$ cat src/rtl/dmn_pkg.sv
// ----------------------------------------------------------------------------
// dmn_pkg
// Types, codes and helpers shared by the mutual exclusion node modules.
// ----------------------------------------------------------------------------
package dmn_pkg;

    // rank space that dest and source can name
    localparam int RANK_BITS  = 3;
    localparam int RANK_SLOTS = 8;
    localparam int STAMP_BITS = 16;

    // configuration register indexes
    localparam logic CFG_NODE_COUNT = 1'b0;
    localparam logic CFG_OWN_RANK   = 1'b1;

    // input opcodes
    localparam logic [2:0] OP_LOCAL_REQ = 3'd0;
    localparam logic [2:0] OP_LOCAL_REL = 3'd1;
    localparam logic [2:0] OP_GOT_REQ   = 3'd2;
    localparam logic [2:0] OP_GOT_REPLY = 3'd3;
    localparam logic [2:0] OP_GOT_REL   = 3'd4;

    // result kinds
    localparam logic [1:0] KIND_REQUEST = 2'd0;
    localparam logic [1:0] KIND_REPLY   = 2'd1;
    localparam logic [1:0] KIND_RELEASE = 2'd2;
    localparam logic [1:0] KIND_ENTER   = 2'd3;

    // input item
    typedef struct packed {
        logic [2:0]            opcode;
        logic [RANK_BITS-1:0]  source;
        logic [STAMP_BITS-1:0] msg_stamp;
    } t_in_item;

    // result item
    typedef struct packed {
        logic [1:0]            kind;
        logic [RANK_BITS-1:0]  dest;
        logic [STAMP_BITS-1:0] stamp;
        logic                  last;
    } t_out_item;

    // work handed from the front to the back: a first group of messages,
    // then an optional group of release messages
    typedef struct packed {
        logic [RANK_SLOTS-1:0] first_mask;
        logic [1:0]            first_kind;
        logic [RANK_SLOTS-1:0] second_mask;
        logic [STAMP_BITS-1:0] stamp;
    } t_job;

    // index of the lowest set bit
    function automatic logic [RANK_BITS-1:0] lowest_rank(input logic [RANK_SLOTS-1:0] mask);
        logic [RANK_BITS-1:0] idx;
        idx = '0;
        for (int i = RANK_SLOTS - 1; i >= 0; i--) begin
            if (mask[i]) begin
                idx = RANK_BITS'(i);
            end
        end
        return idx;
    endfunction

endpackage

$ cat src/rtl/dmn_queue.sv
// ----------------------------------------------------------------------------
// dmn_queue
// Two-entry job queue between the front and the back.
// ----------------------------------------------------------------------------
module dmn_queue (
    input  logic          i_clk,
    input  logic          i_rst_n,
    input  logic          i_push,
    input  dmn_pkg::t_job i_job,
    input  logic          i_pop,
    output dmn_pkg::t_job o_job,
    output logic          o_full,
    output logic          o_empty
);

    dmn_pkg::t_job r_mem [2];
    logic          r_wr_ptr;
    logic          r_rd_ptr;
    logic [1:0]    r_count;

    assign o_job   = r_mem[r_rd_ptr];
    assign o_full  = (r_count == 2'd2);
    assign o_empty = (r_count == 2'd0);

    // pointers and fill count
    always_ff @(posedge i_clk) begin
        if (!i_rst_n) begin
            r_wr_ptr <= 1'b0;
            r_rd_ptr <= 1'b0;
            r_count  <= 2'd0;
        end else begin
            if (i_push) begin
                r_wr_ptr <= ~r_wr_ptr;
            end
            if (i_pop) begin
                r_rd_ptr <= ~r_rd_ptr;
            end
            unique case ({i_push, i_pop})
                2'b10:   r_count <= r_count + 2'd1;
                2'b01:   r_count <= r_count - 2'd1;
                default: r_count <= r_count;
            endcase
        end
    end

    // storage
    always_ff @(posedge i_clk) begin
        if (i_push) begin
            r_mem[r_wr_ptr] <= i_job;
        end
    end

endmodule

$ cat src/rtl/dmn_front.sv
// ----------------------------------------------------------------------------
// dmn_front
// Accepts items, keeps the Lamport clock and protocol state, and queues the
// messages each item causes as one job.
// ----------------------------------------------------------------------------
module dmn_front #(
    parameter int MAX_NODES  = 8,
    parameter int CLOCK_BITS = 16
) (
    input  logic              i_clk,
    input  logic              i_rst_n,
    input  logic              i_cfg_we,
    input  logic              i_cfg_idx,
    input  logic [3:0]        i_cfg_data,
    input  logic              i_accept,
    input  dmn_pkg::t_in_item i_item,
    output logic              o_push,
    output dmn_pkg::t_job     o_job
);

    localparam int         WB         = (CLOCK_BITS > dmn_pkg::STAMP_BITS) ?
                                        CLOCK_BITS : dmn_pkg::STAMP_BITS;
    localparam int         LIMIT_INT  = (MAX_NODES < dmn_pkg::RANK_SLOTS) ?
                                        MAX_NODES : dmn_pkg::RANK_SLOTS;
    localparam logic [3:0] NODE_LIMIT = 4'(LIMIT_INT);
    localparam logic [CLOCK_BITS-1:0] CLOCK_MAX = {CLOCK_BITS{1'b1}};

    logic [3:0]                    r_node_count;
    logic [dmn_pkg::RANK_BITS-1:0] r_own_rank;
    logic [CLOCK_BITS-1:0]         r_clock,     n_clock;
    logic [CLOCK_BITS-1:0]         r_req_stamp, n_req_stamp;
    logic                          r_wanting,   n_wanting;
    logic                          r_inside,    n_inside;
    logic [2:0]                    r_grant,     n_grant;
    logic [dmn_pkg::RANK_SLOTS-1:0] r_deferred, n_deferred;

    logic [3:0]                     live_n;
    logic [3:0]                     other_cnt;
    logic [dmn_pkg::RANK_SLOTS-1:0] lt_n;
    logic [dmn_pkg::RANK_SLOTS-1:0] others;
    logic [dmn_pkg::RANK_SLOTS-1:0] src_bit;
    logic [WB-1:0]                  stamp_ext;
    logic [CLOCK_BITS-1:0]          s_sat;
    logic [CLOCK_BITS-1:0]          rx_max;
    logic [CLOCK_BITS-1:0]          rx_clock;
    logic [CLOCK_BITS-1:0]          loc_clock;
    logic                           defer_req;

    // clamp the node count and build the rank masks
    always_comb begin
        live_n = r_node_count;
        if (live_n < 4'd2) begin
            live_n = 4'd2;
        end
        if (live_n > NODE_LIMIT) begin
            live_n = NODE_LIMIT;
        end
        for (int i = 0; i < dmn_pkg::RANK_SLOTS; i++) begin
            lt_n[i] = (4'(i) < live_n);
        end
        others    = lt_n & ~(dmn_pkg::RANK_SLOTS'(1) << r_own_rank);
        other_cnt = ({1'b0, r_own_rank} < live_n) ? live_n - 4'd1 : live_n;
        src_bit   = dmn_pkg::RANK_SLOTS'(1) << i_item.source;
    end

    // clock updates: received max+1 and local +1, both saturating
    always_comb begin
        stamp_ext = WB'(i_item.msg_stamp);
        s_sat     = (stamp_ext > WB'(CLOCK_MAX)) ? CLOCK_MAX : CLOCK_BITS'(stamp_ext);
        rx_max    = (r_clock > s_sat) ? r_clock : s_sat;
        rx_clock  = (rx_max == CLOCK_MAX) ? CLOCK_MAX : rx_max + CLOCK_BITS'(1);
        loc_clock = (r_clock == CLOCK_MAX) ? CLOCK_MAX : r_clock + CLOCK_BITS'(1);
        defer_req = r_inside ||
                    (r_wanting && ((r_req_stamp < s_sat) ||
                                   ((r_req_stamp == s_sat) &&
                                    (r_own_rank < i_item.source))));
    end

    // classify the item, update state and form its job
    always_comb begin
        n_clock     = r_clock;
        n_req_stamp = r_req_stamp;
        n_wanting   = r_wanting;
        n_inside    = r_inside;
        n_grant     = r_grant;
        n_deferred  = r_deferred;
        o_push      = 1'b0;
        o_job       = '0;
        if (i_accept) begin
            unique case (i_item.opcode)
                dmn_pkg::OP_LOCAL_REQ: begin
                    if (!r_wanting && !r_inside) begin
                        n_clock          = loc_clock;
                        n_req_stamp      = loc_clock;
                        n_wanting        = 1'b1;
                        n_grant          = 3'd0;
                        o_push           = 1'b1;
                        o_job.first_mask = others;
                        o_job.first_kind = dmn_pkg::KIND_REQUEST;
                        o_job.stamp      = dmn_pkg::STAMP_BITS'(WB'(loc_clock));
                    end
                end
                dmn_pkg::OP_LOCAL_REL: begin
                    if (r_wanting || r_inside) begin
                        n_wanting         = 1'b0;
                        n_inside          = 1'b0;
                        n_deferred        = '0;
                        o_push            = 1'b1;
                        o_job.first_mask  = r_deferred & lt_n;
                        o_job.first_kind  = dmn_pkg::KIND_REPLY;
                        o_job.second_mask = others;
                        o_job.stamp       = dmn_pkg::STAMP_BITS'(WB'(r_clock));
                    end
                end
                dmn_pkg::OP_GOT_REQ: begin
                    n_clock = rx_clock;
                    if (|(others & src_bit)) begin
                        if (defer_req) begin
                            n_deferred = r_deferred | src_bit;
                        end else begin
                            o_push           = 1'b1;
                            o_job.first_mask = src_bit;
                            o_job.first_kind = dmn_pkg::KIND_REPLY;
                            o_job.stamp      = dmn_pkg::STAMP_BITS'(WB'(rx_clock));
                        end
                    end
                end
                dmn_pkg::OP_GOT_REPLY: begin
                    n_clock = rx_clock;
                    if ((|(others & src_bit)) && r_wanting && !r_inside) begin
                        n_grant = r_grant + 3'd1;
                        if (({1'b0, r_grant} + 4'd1) >= other_cnt) begin
                            n_inside         = 1'b1;
                            o_push           = 1'b1;
                            o_job.first_mask = dmn_pkg::RANK_SLOTS'(1) << r_own_rank;
                            o_job.first_kind = dmn_pkg::KIND_ENTER;
                            o_job.stamp      = dmn_pkg::STAMP_BITS'(WB'(rx_clock));
                        end
                    end
                end
                dmn_pkg::OP_GOT_REL: begin
                    n_clock = rx_clock;
                end
                default: begin
                end
            endcase
        end
    end

    // protocol state and configuration registers
    always_ff @(posedge i_clk) begin
        if (!i_rst_n) begin
            r_node_count <= 4'd2;
            r_own_rank   <= '0;
            r_clock      <= '0;
            r_req_stamp  <= '0;
            r_wanting    <= 1'b0;
            r_inside     <= 1'b0;
            r_grant      <= 3'd0;
            r_deferred   <= '0;
        end else begin
            r_clock     <= n_clock;
            r_req_stamp <= n_req_stamp;
            r_wanting   <= n_wanting;
            r_inside    <= n_inside;
            r_grant     <= n_grant;
            r_deferred  <= n_deferred;
            if (i_cfg_we) begin
                unique case (i_cfg_idx)
                    dmn_pkg::CFG_NODE_COUNT: r_node_count <= i_cfg_data;
                    dmn_pkg::CFG_OWN_RANK:   r_own_rank   <= i_cfg_data[2:0];
                    default: begin
                    end
                endcase
            end
        end
    end

endmodule

$ cat src/rtl/dmn_back.sv
// ----------------------------------------------------------------------------
// dmn_back
// Takes jobs from the queue and sends their messages one per cycle while the
// receiver does not stall, lowest rank first, through an output register.
// ----------------------------------------------------------------------------
module dmn_back (
    input  logic               i_clk,
    input  logic               i_rst_n,
    input  dmn_pkg::t_job      i_job,
    input  logic               i_empty,
    output logic               o_pop,
    output logic               o_valid,
    output dmn_pkg::t_out_item o_item,
    input  logic               i_stall
);

    logic [dmn_pkg::RANK_SLOTS-1:0] r_mask1, n_mask1;
    logic [dmn_pkg::RANK_SLOTS-1:0] r_mask2, n_mask2;
    logic [1:0]                     r_kind1, n_kind1;
    logic [dmn_pkg::STAMP_BITS-1:0] r_stamp, n_stamp;
    logic                           r_valid, n_valid;
    dmn_pkg::t_out_item             r_out,   n_out;

    logic                           busy;
    logic                           advance;
    logic [dmn_pkg::RANK_SLOTS-1:0] rest1;
    logic [dmn_pkg::RANK_SLOTS-1:0] rest2;

    assign o_valid = r_valid;
    assign o_item  = r_out;

    // step through the job masks
    always_comb begin
        busy    = (|r_mask1) || (|r_mask2);
        advance = busy && (!r_valid || !i_stall);
        o_pop   = !busy && !i_empty;
        rest1   = r_mask1 & (r_mask1 - dmn_pkg::RANK_SLOTS'(1));
        rest2   = r_mask2 & (r_mask2 - dmn_pkg::RANK_SLOTS'(1));
        n_mask1 = r_mask1;
        n_mask2 = r_mask2;
        n_kind1 = r_kind1;
        n_stamp = r_stamp;
        n_out   = r_out;
        n_valid = r_valid && i_stall;
        if (o_pop) begin
            n_mask1 = i_job.first_mask;
            n_mask2 = i_job.second_mask;
            n_kind1 = i_job.first_kind;
            n_stamp = i_job.stamp;
        end else if (advance) begin
            n_valid     = 1'b1;
            n_out.stamp = r_stamp;
            if (|r_mask1) begin
                n_out.kind = r_kind1;
                n_out.dest = dmn_pkg::lowest_rank(r_mask1);
                n_out.last = (rest1 == '0) && (r_mask2 == '0);
                n_mask1    = rest1;
            end else begin
                n_out.kind = dmn_pkg::KIND_RELEASE;
                n_out.dest = dmn_pkg::lowest_rank(r_mask2);
                n_out.last = (rest2 == '0);
                n_mask2    = rest2;
            end
        end
    end

    // sequencer state and output register
    always_ff @(posedge i_clk) begin
        if (!i_rst_n) begin
            r_mask1 <= '0;
            r_mask2 <= '0;
            r_valid <= 1'b0;
        end else begin
            r_mask1 <= n_mask1;
            r_mask2 <= n_mask2;
            r_valid <= n_valid;
        end
        r_kind1 <= n_kind1;
        r_stamp <= n_stamp;
        r_out   <= n_out;
    end

endmodule

$ cat src/rtl/distributed_mutex_node.sv
// ----------------------------------------------------------------------------
// distributed_mutex_node
// One node of Ricart-Agrawala mutual exclusion with a Lamport clock.
// ----------------------------------------------------------------------------
// The front takes one item per cycle while the two-entry job queue has room,
// updates the clock and protocol state at once, and queues the messages the
// item causes. The back first loads a job into its sequencer registers and
// then sends one message per cycle unless the receiver stalls: a local
// release gives up to fourteen results, a local request up to seven, and a
// reply or entry one. The back's one-message-per-cycle sequencer sets the
// rate; stall on the input rises only while the queue is full.
module distributed_mutex_node #(
    parameter int MAX_NODES  = 8,
    parameter int CLOCK_BITS = 16
) (
    input  logic               i_clk,
    input  logic               i_rst_n,
    input  logic               i_cfg_we,
    input  logic               i_cfg_idx,
    input  logic [3:0]         i_cfg_data,
    input  logic               i_valid,
    input  dmn_pkg::t_in_item  i_data,
    output logic               o_stall,
    output logic               o_valid,
    output dmn_pkg::t_out_item o_data,
    input  logic               i_stall
);

    logic          accept;
    logic          push;
    logic          pop;
    logic          q_full;
    logic          q_empty;
    dmn_pkg::t_job push_job;
    dmn_pkg::t_job head_job;

    // input side handshake
    assign o_stall = q_full;
    assign accept  = i_valid && !q_full;

    dmn_front #(
        .MAX_NODES  (MAX_NODES),
        .CLOCK_BITS (CLOCK_BITS)
    ) u_front (
        .i_clk      (i_clk),
        .i_rst_n    (i_rst_n),
        .i_cfg_we   (i_cfg_we),
        .i_cfg_idx  (i_cfg_idx),
        .i_cfg_data (i_cfg_data),
        .i_accept   (accept),
        .i_item     (i_data),
        .o_push     (push),
        .o_job      (push_job)
    );

    dmn_queue u_queue (
        .i_clk   (i_clk),
        .i_rst_n (i_rst_n),
        .i_push  (push),
        .i_job   (push_job),
        .i_pop   (pop),
        .o_job   (head_job),
        .o_full  (q_full),
        .o_empty (q_empty)
    );

    dmn_back u_back (
        .i_clk   (i_clk),
        .i_rst_n (i_rst_n),
        .i_job   (head_job),
        .i_empty (q_empty),
        .o_pop   (pop),
        .o_valid (o_valid),
        .o_item  (o_data),
        .i_stall (i_stall)
    );

endmodule

$ cat config.mk
export PLATFORM = sky130hd
export DESIGN_NAME = distributed_mutex_node
export DESIGN_NICKNAME = d
export VERILOG_FILES = /design/src/rtl/dmn_pkg.sv /design/src/rtl/dmn_queue.sv /design/src/rtl/dmn_front.sv /design/src/rtl/dmn_back.sv /design/src/rtl/distributed_mutex_node.sv
export SDC_FILE = /design/constraint.sdc
export NUM_CORES = 1
export LEC_CHECK = 0
export ABC_AREA = 1
export BUFFER_PORTS_ARGS = -buffer_cell sky130_fd_sc_hd__buf_2
export CAP_MARGIN = 10
export CORE_ASPECT_RATIO = 1.4
export CORE_MARGIN = 2
export CORE_UTILIZATION = 47
export CTS_CLUSTER_DIAMETER = 60
export DETAILED_ROUTE_END_ITERATION = 16
export PLACE_DENSITY = 0.68
export SETUP_SLACK_MARGIN = 0.02
export SYNTH_ARGS = -nofsm -noshare
export SYNTH_HDL_FRONTEND = slang
export SYNTH_SLANG_ARGS = --single-unit
$ cat constraint.sdc
create_clock -name i_clk -period 3.9 [get_ports i_clk]
set_input_delay 0.195 -clock i_clk [delete_from_list [all_inputs] [get_ports i_clk]]
set_output_delay 0.195 -clock i_clk [all_outputs]
set_load 0.05 [all_outputs]
==> results.ini, run 1 <==
[clocking]
cts-root-buf = clkbuf_16
numCtsBuffers = 17
worstSkewPairLatency_ns = 0.44
clockBufferDepth = 2
h-tree-depth = 4
clk_pin_slew_ns = 0.07
clock_sinks = 182
cts_tree = yes

[power_and_ir_drop]
p_total_mw = 5.50
p_leak_nw = 4.81
powerDensity_nw_per_um2 = 480
p_int_mw = 3.55
p_clk_share_pct = 31.0
power_frac_comb_pct = 25.8
power.switching_mw = 1.95
p_sw_share_pct = 35.4
seq_power_share_pct = 43.2
vdd_ir_drop_max_mv = 0.297

[yosys]
yosys_warnings = 0
synth.largest_area_cell = edfxtp_1
avgSynthCellArea_um2 = 8.42
syn_area_um2 = 10300
ys_types = 53
ys.flop_type = edfxtp_1
syn_inst = 1219
async_flop_share_pct = 0
synthDominantCellAreaShare_pct = 31.6
synth_top_cells_by_area = edfxtp_1 (32%), dfxtp_1 (14%), nand2_1 (8.1%), ha_1 (5.7%), a21oi_1 (5.6%)
seq_area_frac_synth_pct = 46.1
syn_nets = 1298
ys_ff_latch = 182
synth_edf_count = 108

[timing]
worstMarginPinSlew_ns = 1.07
finClkSkew_ns = 0.00857
max_freq_ghz = 0.282
fin_crit_ns = 3.55
relSlewSlack_pct = 28.4
rsz0062_at_grt = false
hold_viol_final = 0
drv_slew = 0
tns_ns = 0
period_share_pct = 91.1
fin_ws_ns = 0.348
finalSetupViolCount = 0
hold-worst-slack_ns = 0.0191

[final_layout]
seqCellArea_um2 = 4720
drive_gt1_share_pct = 15.3
area_growth_pct = 11.5
stdcell_count = 1549
final_util_pct = 52.9
diodes = 0
design_area_um2 = 11400
multiInputGateArea_um2 = 4780
fill_cells = 2026
final_nets = 1351

[place]
portBuffers = 55
gp_congestion = 0.980
dpl.cell_count = 1516
dp_slack_ns = 0.414
post_dp_cell_area_um2 = 10900
hpwlAfterDp_um = 18800

[detailed_routing]
antenna_left = 0
drt-vias-per-instance = 5.59
drc = 0
totalWireLength_um = 25800
dr.pass1.iters = 5
first_iter_violations = 778
vias = 8663
wl_per_cell_um = 16.6

[global_route]
grt_max_degree = 35
grtUsageMet1_pct = 28.9
grt-ovfl-total = 0
grt_pass1_wl_um = 41100
track_usage_pct = 22.9
grt_use_met3_pct = 4.21
use_met2_pct = 39.4
busiest_layer = met2
antenna_found_initial = 0
grt_pass1_vias = 8080

[die]
rows = 64
die_w_um = 129
io_pins = 56
fp.dieH_um = 179
coreArea_um2 = 21600
die_area_um2 = 23000
start_util_pct = 47.4

[critical_path]
worstPathRequired_ns = 4.17
critPathLaunchType = register
crit_fanout = 24
crit_path_end_kind = register
crit_arrival_ns = 3.82
criticalPathCategory = reg2reg

[min_path]
hold_path_class = in2reg

[flow_run]
maxCapViolCount = 0

[run_status]
status = complete, no violations

-- power groups by stage --
stage	logic, mW	clock network, mW	registers (mW)
6_report	1.42	1.70	2.37
5_1_grt	1.56	1.80	2.40
4_1_cts	1.43	1.73	2.38
3_5_place_dp	1.42	0	2.42
3_3_place_gp	1.40	0	2.42
2_1_floorplan	0.708	0	2.78
-- synth_stat cells, types with 2 or more instances --
cell and number:
a22oi_1 13, buf_4 2, nor2_2 6, buf_1 3, nand2_2 15, buf_2 6, a211oi_1 2, o21ai_0 74
o211ai_1 7, a21oi_1 114, inv_1 146, mux2_2 31, dfxtp_1 74, inv_2 5, nor3_4 2, or2_2 2
nand2_4 3, nor2_4 3, a31oi_1 10, nand4_1 16, nand2_1 221, nor4_1 3, nand3_2 4, xnor2_1 3
edfxtp_1 108, nand3_1 75, ha_1 47, o21bai_1 3, nand3_4 2, nand3b_1 4, a21oi_2 6, buf_6 4
nor2_1 114, clkbuf_1 28, a2bb2oi_1 3, nor3_1 15, o21ai_1 7, o22ai_1 10, nor2_8 2, xor2_1 13
-- logic make-up (layout without fill, tap and decap cells) --
| group | after synthesis | in the layout | share of synthesized area, % |
|---|---|---|---|
| and+or+nand+nor | 491 | 491 | 21.9 |
| AOI/OAI and AO/OA | 256 | 256 | 13.9 |
| buffers and inverters | 195 | 261 | 7.57 |
| DFF | 182 | 182 | 46.1 |
| adders and majority gates | 47 | 47 | 5.73 |
| muxes | 31 | 31 | 3.40 |
| xor gates and xnor gates | 16 | 16 | 1.37 |
| other | 1 | 1 | 0.0366 |
-- metal layers --
| layer | up-vias | wire, um |
|---|---|---|
| met3 | 53 | 1620 |
| met2 | 328 | 12700 |
| met1 | 4031 | 10900 |
| met5 | - | 0 |
| met4 | 0 | 566 |
| li1 | 4251 | - |
-- state kept, by name, indices dropped and copies added, names as in the netlist, 2 cells and up, named ones only --
| name | count |
|---|---|
| u_front.r_clock | 16 |
| u_queue.r_count | 2 |
| u_front.r_deferred | 8 |
| u_back.r_mask1 | 8 |
| u_front.r_own_rank | 3 |
| u_front.r_node_count | 4 |
| u_back.r_stamp | 16 |
| u_queue.r_mem | 68 |
| u_back.r_kind1 | 2 |
| u_front.r_req_stamp | 16 |
| u_back.r_mask2 | 8 |
| u_back.o_item | 22 |
| u_front.r_grant | 3 |
-- cell usage in the layout (no fill, tap or decap), drive strengths merged --
| master | count |
|---|---|
| a31oi | 10 |
| clkinvlp | 2 |
| a21o | 1 |
| a22oi | 13 |
| dfxtp | 74 |
| and3 | 1 |
| o211ai | 7 |
| o22ai | 10 |
| a21oi | 120 |
| nor3 | 18 |
| conb | 1 |
| edfxtp | 108 |
| o21ai | 81 |
| o31ai | 1 |
| bufinv | 1 |
| o31a | 1 |
| buf | 76 |
| nand4 | 17 |
| or2 | 3 |
| o32ai | 1 |
| dlygate4sd3 | 1 |
| inv | 158 |
| a2bb2oi | 3 |
| nor2 | 125 |
| ha | 47 |
| xor2 | 13 |
| o21bai | 3 |
| nand2 | 239 |
| clkbuf | 18 |
| nand3 | 81 |
| o21a | 1 |
| nand3b | 4 |
| nor4 | 3 |
| clkinv | 5 |
| a211oi | 2 |
| xnor2 | 3 |
| mux2 | 31 |
| o2111ai | 1 |
| a221oi | 1 |
-- worst max-delay path, cell delays in order (launching register included) --
cell     delay, ns
dfxtp_1       0.50
ha_1          0.33
a21oi_1       0.16
nand2_1       0.11
a21oi_2       0.19
nand2_4       0.13
nand2_4       0.26
nand2_1       0.11
nand2_1       0.12
ha_1          0.21
nand3_2       0.18
nor2_2        0.26
nand3_2       0.30
nand3_1       0.24
nand2_1       0.08
a21oi_1       0.19
-- path summary, 6_finish.rpt --
| check | start | end | slack [ns] | cells past startpoint |
|---|---|---|---|---|
| worst max-delay path | u_front.r_clock[11] | u_queue.r_mem[1][7] | 0.35 | 15 |
| worst min-delay path | i_cfg_data[1] | u_front.r_node_count[1] | 0.02 | 3 |
| worst max register to register | u_front.r_clock[11] | u_queue.r_mem[1][7] | 0.35 | 15 |
| worst min register to register | u_back.r_stamp[3] | u_back.o_item[4] | 0.42 | 0 |
-- cell type report --
| type | count | area share (%) |
|---|---|---|
| Sequential cell | 182 | 41.3 |
| Tap cell | 264 | 2.89 |
| Clock buffer | 18 | 3.75 |
| Inverter | 152 | 4.99 |
| Timing Repair Buffer | 77 | 4.09 |
| Clock inverter | 14 | 1.20 |
| Multi-Input combinational cell | 842 | 41.8 |
-- timing repair --
action,4_1_cts,5_1_grt
hold endpoints to repair,1,0
hold buffers,1,0
resized for setup,0,3
setup buffers,0,0
endpoints found under the setup margin,0,1
No activity file was read; power rests on OpenSTA's default activity.
==> run 2, diff against run 1 <==
PLACE_DENSITY = 0.66   (was 0.68)
==> run 2 against run 1 <==
- die area unchanged
- clock-buffer cell count increased by 1
- largest cell class unchanged
- critical endpoint is now u_queue.r_count[1]
- sequential share of layout area down 0.14 points
- largest power group unchanged
- non-clock buffer count decreased by 2
- combinational power about the same
- sequential power about the same
- worst setup slack better by 0.070 ns
- utilization increased by 0.19 points
- design area is 0.35% higher
- power rose by 2.7%
==> results.ini, run 2 (synthesis results as in run 1) <==
[flow_run]
maxCapViolCount = 0  ; unchanged

[detailed_routing]
vias = 8525  ; was 8663
met3_length_um = 1330  ; was 1620 um
wirelength_met1_um = 11300  ; was 10900 um
drt-vias-per-instance = 5.51  ; was 5.59
drc = 0  ; unchanged
totalWireLength_um = 25700  ; was 25800 um
wl_met2_um = 12100  ; was 12700 um
dr.pass1.iters = 5  ; unchanged
antenna_left = 0  ; unchanged
first_iter_violations = 585  ; was 778
wl_per_cell_um = 16.6  ; about the same
top_layer = met4  ; unchanged

[global_route]
grt_pass1_wl_um = 41500  ; was 41100 um
grt-ovfl-total = 0  ; unchanged
antenna_found_initial = 0  ; unchanged
grt_pass1_vias = 8218  ; was 8080
track_usage_pct = 23.0  ; was 22.9%
grt_max_degree = 40  ; was 35

[clocking]
numCtsBuffers = 17  ; unchanged
clockBufferDepth = 2  ; unchanged
postCtsSetupBuffers = 0  ; unchanged
clk_pin_slew_ns = 0.07  ; about the same
clock_sinks = 182  ; unchanged
cts_tree = yes  ; unchanged
worstSkewPairLatency_ns = 0.43  ; was 0.44 ns
h-tree-depth = 4  ; unchanged
cts-root-buf = clkbuf_16  ; unchanged

[die]
io_pins = 56  ; unchanged
die_w_um = 129  ; unchanged
start_util_pct = 47.4  ; unchanged
die_area_um2 = 23000  ; unchanged
rows = 64  ; unchanged
coreArea_um2 = 21600  ; unchanged
fp.dieH_um = 179  ; unchanged

[final_layout]
final_nets = 1349  ; was 1351
largest-register = u_queue.r_mem  ; unchanged
drive_gt1_share_pct = 15.0  ; was 15.3%
area_growth_pct = 11.9  ; was 11.5%
final_cell_mix = nand2_1 (221), inv_1 (145), a21oi_1 (113)  ; unchanged
fill_cells = 2017  ; was 2026
largest_reg_flops = 68  ; unchanged
final_common_cell = nand2_1  ; unchanged
diodes = 0  ; unchanged
seqCellArea_um2 = 4720  ; unchanged
multiInputGateArea_um2 = 4780  ; about the same
final_util_pct = 53.1  ; was 52.9%

[critical_path]
worstSetupPathDepth = 24  ; was 15
critPathBufInv = 4  ; was 0
path_cells = inv_1, a21oi_2, inv_1, ha_1, o21ai_0, nand2_1, a21oi_1, nor2_2, nor2_1, a21oi_1, ha_1, inv_1, nor2_1, o211ai_1, nand3_1, nand2_1, nand4_1, nand2_1, ha_1, inv_1, nand2_1, nor2_1, o21ai_0, a21oi_1  ; was ha_1, a21oi_1, nand2_1, a21oi_2, nand2_4, nand2_4, nand2_1, nand2_1, ha_1, nand3_2, nor2_2, nand3_2, nand3_1, nand2_1, a21oi_1
reg2reg_depth = 24  ; was 15
crit_fanout = 4  ; was 24
criticalPathCategory = reg2reg  ; unchanged
cp_top_family = simple AND/OR/NAND/NOR gates  ; unchanged
crit_path_end_kind = register  ; unchanged
crit_arrival_ns = 3.84  ; was 3.82 ns
worstPathRequired_ns = 4.26  ; was 4.17 ns
cp_slowest_cell = dfxtp_1  ; unchanged
max_stage_delay_ns = 0.33  ; was 0.50 ns
critPathLaunchType = register  ; unchanged

[timing]
finalSetupViolCount = 0  ; unchanged
rsz0062_at_grt = false  ; unchanged
worstMarginPinSlew_ns = 1.08  ; was 1.07 ns
finClkSkew_ns = 0.00900  ; was 0.00857 ns
tns_ns = 0  ; unchanged
fin_crit_ns = 3.48  ; was 3.55 ns
max_freq_ghz = 0.287  ; was 0.282 GHz
drv_slew = 0  ; unchanged
period_share_pct = 89.3  ; was 91.1%
hold_viol_final = 0  ; unchanged
relSlewSlack_pct = 28.0  ; was 28.4%

[run_status]
status = complete, no violations  ; unchanged

[power_and_ir_drop]
p_leak_nw = 4.83  ; was 4.81 nW
vdd_ir_drop_max_mv = 0.291  ; was 0.297 mV
powerDensity_nw_per_um2 = 492  ; was 480 nW/um^2

[place]
gp_congestion = 0.952  ; was 0.980
hpwlAfterDp_um = 18800  ; about the same
portBuffers = 55  ; unchanged

[min_path]
holdPathStages = 3  ; unchanged
hold_path_class = in2reg  ; unchanged

[run 2: cell type report]
| class | count | share of cell area (%) |
|---|---|---|
| multi-input cells | 842 | 41.6 |
| flip-flops and latches | 182 | 41.1 |
| inverters | 152 | 4.97 |
| repair buffers | 75 | 3.94 |
| clock buffers | 19 | 3.77 |
| well taps | 264 | 2.88 |
| clock inverters | 13 | 1.67 |
[run 2: stage by stage]
step	hold WS (ns)	cells	setup slack [ns]	total power [mW]	area (um^2)
finish	0.0248	1547	0.419	5.64	11500
global route	0.0405	1547	0.0437	5.92	11500
CTS	0.00303	1547	0.308	5.69	11500
detailed placement	0.405	1514	0.324	3.84	10800
global placement	0.401	1514	0.461	3.83	10800
floorplan	0.325	1219	0.213	3.49	10300
[run 2: worst paths after layout]
check                           slack, ns               startpoint                      end
worst max-delay path                 0.42  u_front.r_node_count[1]       u_queue.r_count[1]
worst min-delay path                 0.02            i_cfg_data[1]  u_front.r_node_count[1]
worst max register to register       0.42  u_front.r_node_count[1]       u_queue.r_count[1]
worst min register to register       0.42       u_back.r_stamp[13]        u_back.o_item[14]
[run 2: routing by layer]
| layer | vias to the layer above | GRT usage, % |
|---|---|---|
| met5 | - | 0 |
| met4 | 0 | 10.5 |
| met3 | 61 | 4.30 |
| met2 | 261 | 38.3 |
| met1 | 3961 | 28.9 |
| li1 | 4242 | - |
[run 2: where the power goes]
group          internal, mW  total [mW]  switching, mW  leakage [nW]
Sequential             2.28        2.37         0.0904          1.61
Combinational         0.370        1.43           1.06          2.92
Clock                  1.08        1.84          0.761         0.302
[run 2: timing repair]
| action | 4_1_cts | 5_1_grt |
|---|---|---|
| resized for setup | 0 | 2 |
| hold endpoints to repair | 1 | 0 |
| hold buffers | 1 | 0 |
| setup endpoints to repair | 0 | 3 |
[run 2: tightest hold or removal path, delay by kind of cell]
| kind | cells | cell delay (ns) |
|---|---|---|
| AOI/OAI and AO/OA | 1 | 0.07 |
| and+or+nand+nor | 1 | 0.05 |
| buffers and inverters | 1 | 0.09 |
==> run 3, diff against run 2 <==
ABC_AREA = unset   (was 1)
CORE_UTILIZATION = 56   (was 47)
PLACE_DENSITY = 0.77   (was 0.66)
==> run 3 against run 2 <==
- sequential share of layout area is 0.51 points lower
- combinational power is 69% higher
- fmax is 7.3% lower
- synthesized cell count is 13% lower
- first-iteration DRC count is 61% higher
- global-route usage is 3.8 points higher
- clock power is 8% lower
- clock skew is 0.0017 ns higher
- hold slack worse by 0.015 ns
- power is 20% higher
- die area is 17% lower
- critical endpoint unchanged
- largest cell class unchanged
- largest power group unchanged
==> results.ini, run 3 <==
[place]
portBuffers = 55  ; unchanged
hpwlAfterDp_um = 17900  ; was 18800 um
post_dp_cell_area_um2 = 10900  ; was 10800 um^2
gp_congestion = 0.964  ; was 0.952

[yosys]
ys.flop_type = edfxtp_1  ; unchanged
ys_types = 77  ; was 53
seq_area_frac_synth_pct = 47.0  ; was 46.1%
syn_area_um2 = 10100  ; was 10300 um^2
synth.most_common_cell = nor2_1  ; was nand2_1
yosys_warnings = 0  ; unchanged
synth.largest_area_cell = edfxtp_1  ; unchanged
synthDominantCellAreaShare_pct = 32.3  ; was 31.6%
avgSynthCellArea_um2 = 9.50  ; was 8.42 um^2
ys_ff_latch = 182  ; unchanged
synth_top_cells_by_area = edfxtp_1 (32%), dfxtp_1 (15%), ha_1 (5.8%), nor2_1 (4.9%), a21oi_1 (4.5%)  ; was edfxtp_1 (32%), dfxtp_1 (14%), nand2_1 (8.1%), ha_1 (5.7%), a21oi_1 (5.6%)
yosys-top-cells-count = nor2_1 (131), edfxtp_1 (108), nand2_1 (97)  ; was nand2_1 (221), inv_1 (146), a21oi_1 (114), nor2_1 (114), edfxtp_1 (108)
synth_edf_count = 108  ; unchanged
async_flop_share_pct = 0  ; unchanged
syn_nets = 1137  ; was 1298
syn_inst = 1058  ; was 1219

[critical_path]
worstPathRequired_ns = 4.26  ; about the same
reg2reg_depth = 20  ; was 24
critPathLaunchType = register  ; unchanged
cp_slowest_cell = or3_1  ; was dfxtp_1
r2r_slack_ns = 0.14  ; was 0.42 ns
reg2reg_to = u_queue.r_count[1]  ; unchanged
reg2reg_from = u_front.r_node_count[2]  ; was u_front.r_node_count[1]
max_stage_delay_ns = 0.35  ; was 0.33 ns
crit_fanout = 4  ; unchanged
critPathMostFrequentCell = nand2b_1
criticalPathCategory = reg2reg  ; unchanged
path_cells = inv_2, nor2_2, or2_4, ha_4, o21ai_2, nand2b_1, a21oi_2, xor2_1, nand2b_1, ha_1, nand2b_1, a21o_1, a21o_1, a21oi_2, or3_4, o31ai_4, o31ai_4, ha_4, or3_1, a21oi_1  ; was inv_1, a21oi_2, inv_1, ha_1, o21ai_0, nand2_1, a21oi_1, nor2_2, nor2_1, a21oi_1, ha_1, inv_1, nor2_1, o211ai_1, nand3_1, nand2_1, nand4_1, nand2_1, ha_1, inv_1, nand2_1, nor2_1, o21ai_0, a21oi_1
crit_arrival_ns = 4.11  ; was 3.84 ns
crit_path_end_kind = register  ; unchanged

[clocking]
clockBufferDepth = 2  ; unchanged
clk_pin_slew_ns = 0.07  ; about the same
worstSkewPairLatency_ns = 0.43  ; about the same
h-tree-depth = 4  ; unchanged
numCtsBuffers = 17  ; unchanged
clock_sinks = 182  ; unchanged
cts-root-buf = clkbuf_16  ; unchanged
hold_buffers = 0  ; was 1
cts_tree = yes  ; unchanged

[die]
start_util_pct = 56.5  ; was 47.4%
fp.dieH_um = 163  ; was 179 um
rows = 58  ; was 64
coreArea_um2 = 17800  ; was 21600 um^2
die_area_um2 = 19100  ; was 23000 um^2
die_w_um = 117  ; was 129 um
io_pins = 56  ; unchanged

[power_and_ir_drop]
p_leak_nw = 4.34  ; was 4.83 nW
powerDensity_nw_per_um2 = 583  ; was 492 nW/um^2
vdd_ir_drop_max_mv = 0.513  ; was 0.291 mV

[final_layout]
area_growth_pct = 15.7  ; was 11.9%
multiInputGateArea_um2 = 5070  ; was 4780 um^2
seqCellArea_um2 = 4730  ; was 4720 um^2
final_nets = 1214  ; was 1349
final_cell_mix = nor2_1 (128), edfxtp_1 (108), nand2_1 (97)  ; was nand2_1 (221), inv_1 (145), a21oi_1 (113)
final_common_cell = nor2_1  ; was nand2_1
largest-register = u_queue.r_mem  ; unchanged
design_area_um2 = 11600  ; was 11500 um^2
largest_reg_flops = 68  ; unchanged
drive_gt1_share_pct = 19.8  ; was 15.0%
fill_cells = 1407  ; was 2017
diodes = 0  ; unchanged

[min_path]
holdPathStages = 3  ; unchanged
min_to = u_front.r_node_count[3]  ; was u_front.r_node_count[1]
worstHoldStart = i_cfg_data[3]  ; was i_cfg_data[1]
hold_path_class = in2reg  ; unchanged

[detailed_routing]
antenna_left = 0  ; unchanged
met3_length_um = 1590  ; was 1330 um
wl_met2_um = 12300  ; was 12100 um
totalWireLength_um = 25200  ; was 25700 um
dr.pass1.iters = 7  ; was 5
vias = 8459  ; was 8525
first_iter_violations = 942  ; was 585
top_layer = met4  ; unchanged
wirelength_met1_um = 10300  ; was 11300 um
drc = 0  ; unchanged
drt-vias-per-instance = 6.09  ; was 5.51
wl_per_cell_um = 18.2  ; was 16.6 um

[timing]
finClkSkew_ns = 0.0107  ; was 0.00900 ns
drv_slew = 0  ; unchanged
relSlewSlack_pct = 37.6  ; was 28.0%
finalSetupViolCount = 0  ; unchanged
rsz0062_at_grt = false  ; unchanged
tns_ns = 0  ; unchanged
fin_crit_ns = 3.76  ; was 3.48 ns
worstMarginPinSlew_ns = 0.932  ; was 1.08 ns
hold_viol_final = 0  ; unchanged
max_freq_ghz = 0.266  ; was 0.287 GHz
period_share_pct = 96.3  ; was 89.3%

[global_route]
grt_pass1_wl_um = 39700  ; was 41500 um
grt_max_degree = 36  ; was 40
grt-ovfl-total = 0  ; unchanged
grt_pass1_vias = 8059  ; was 8218
track_usage_pct = 26.8  ; was 23.0%
antenna_found_initial = 0  ; unchanged

[flow_run]
maxCapViolCount = 0  ; unchanged

[run_status]
status = complete, no violations  ; unchanged

## run 3: logic make-up (layout without fill, tap and decap cells)
logic type | count (synthesis) | in the layout | share of synthesized area [%]
other cells | 1 | 1 | 0.0373
xor+xnor | 29 | 29 | 2.53
simple gates | 385 | 385 | 18.1
fa+ha+maj | 49 | 49 | 6.05
compound gates | 257 | 257 | 15.8
buf+inv | 96 | 186 | 3.88
flops | 182 | 182 | 47.0
mux | 59 | 59 | 6.57
## run 3: worst max path at each step
stage | startpoint | to | slack [ns] | cells after the start
detailed placement | u_front.r_node_count[2] | u_queue.r_count[1] | -0.04 | 20
floorplan | u_front.r_node_count[3] | u_queue.r_count[1] | -0.02 | 20
CTS | u_front.r_node_count[1] | u_queue.r_count[1] | 0.05 | 19
global placement | u_front.r_node_count[2] | u_queue.r_count[1] | 0.06 | 20
finish | u_front.r_node_count[2] | u_queue.r_count[1] | 0.14 | 20
global route | u_front.r_clock[13] | u_queue.r_mem[1][12] | 0.005 | 14
## run 3: timing repair
action / 4_1_cts / 5_1_grt
endpoints found under the setup margin: 1 / 118
setup buffers: 1 / 2
gates cloned: 0 / 3
pin swaps: 1 / 12
resized for setup: 0 / 20
hold endpoints to repair: 0 / 0
## run 3: through the flow
step	hold slack [ns]	utilization, %	worst slack (ns)	std cells	total power, mW
global placement	0.402	61.4	0.0592	1350	5.04
CTS	0.00698	64.7	0.0480	1383	6.77
floorplan	0.320	-	-0.0238	1058	4.25
global route	0.0340	65.4	0.00531	1388	7.17
detailed placement	0.405	61.4	-0.0444	1350	5.08
finish	0.0103	65.4	0.145	1388	6.79
## run 3: power by group
group / internal [mW] / switching (mW) / total, mW
Clock: 0.952 / 0.749 / 1.70
Sequential: 2.52 / 0.153 / 2.67
Combinational: 0.771 / 1.65 / 2.42
## run 3: worst max-delay path: cells and delay by family (launching register included)
kind                       cells  cell delay, ns
adders and majority gates      3            0.74
buffers and inverters          1            0.06
DFF                            1            0.34
and+or+nand+nor                7            1.11
xor gates and xnor gates       1            0.21
AOI/OAI and AO/OA              8            1.24
## run 3: layout make-up
| type | count | area share [%] |
|---|---|---|
| multi-input combinational | 780 | 43.6 |
| sequential | 182 | 40.6 |
| clock inverter | 13 | 1.24 |
| tap | 240 | 2.58 |
| clock buffer | 19 | 3.72 |
| inverter | 35 | 1.13 |
| timing repair buffer | 119 | 7.07 |
## run 3: metal layers
metal / GRT usage, % / vias up
met4: 12.2 / 0
li1: - / 4010
met1: 33.6 / 3972
met3: 4.39 / 82
met2: 44.7 / 395
met5: 0 / -
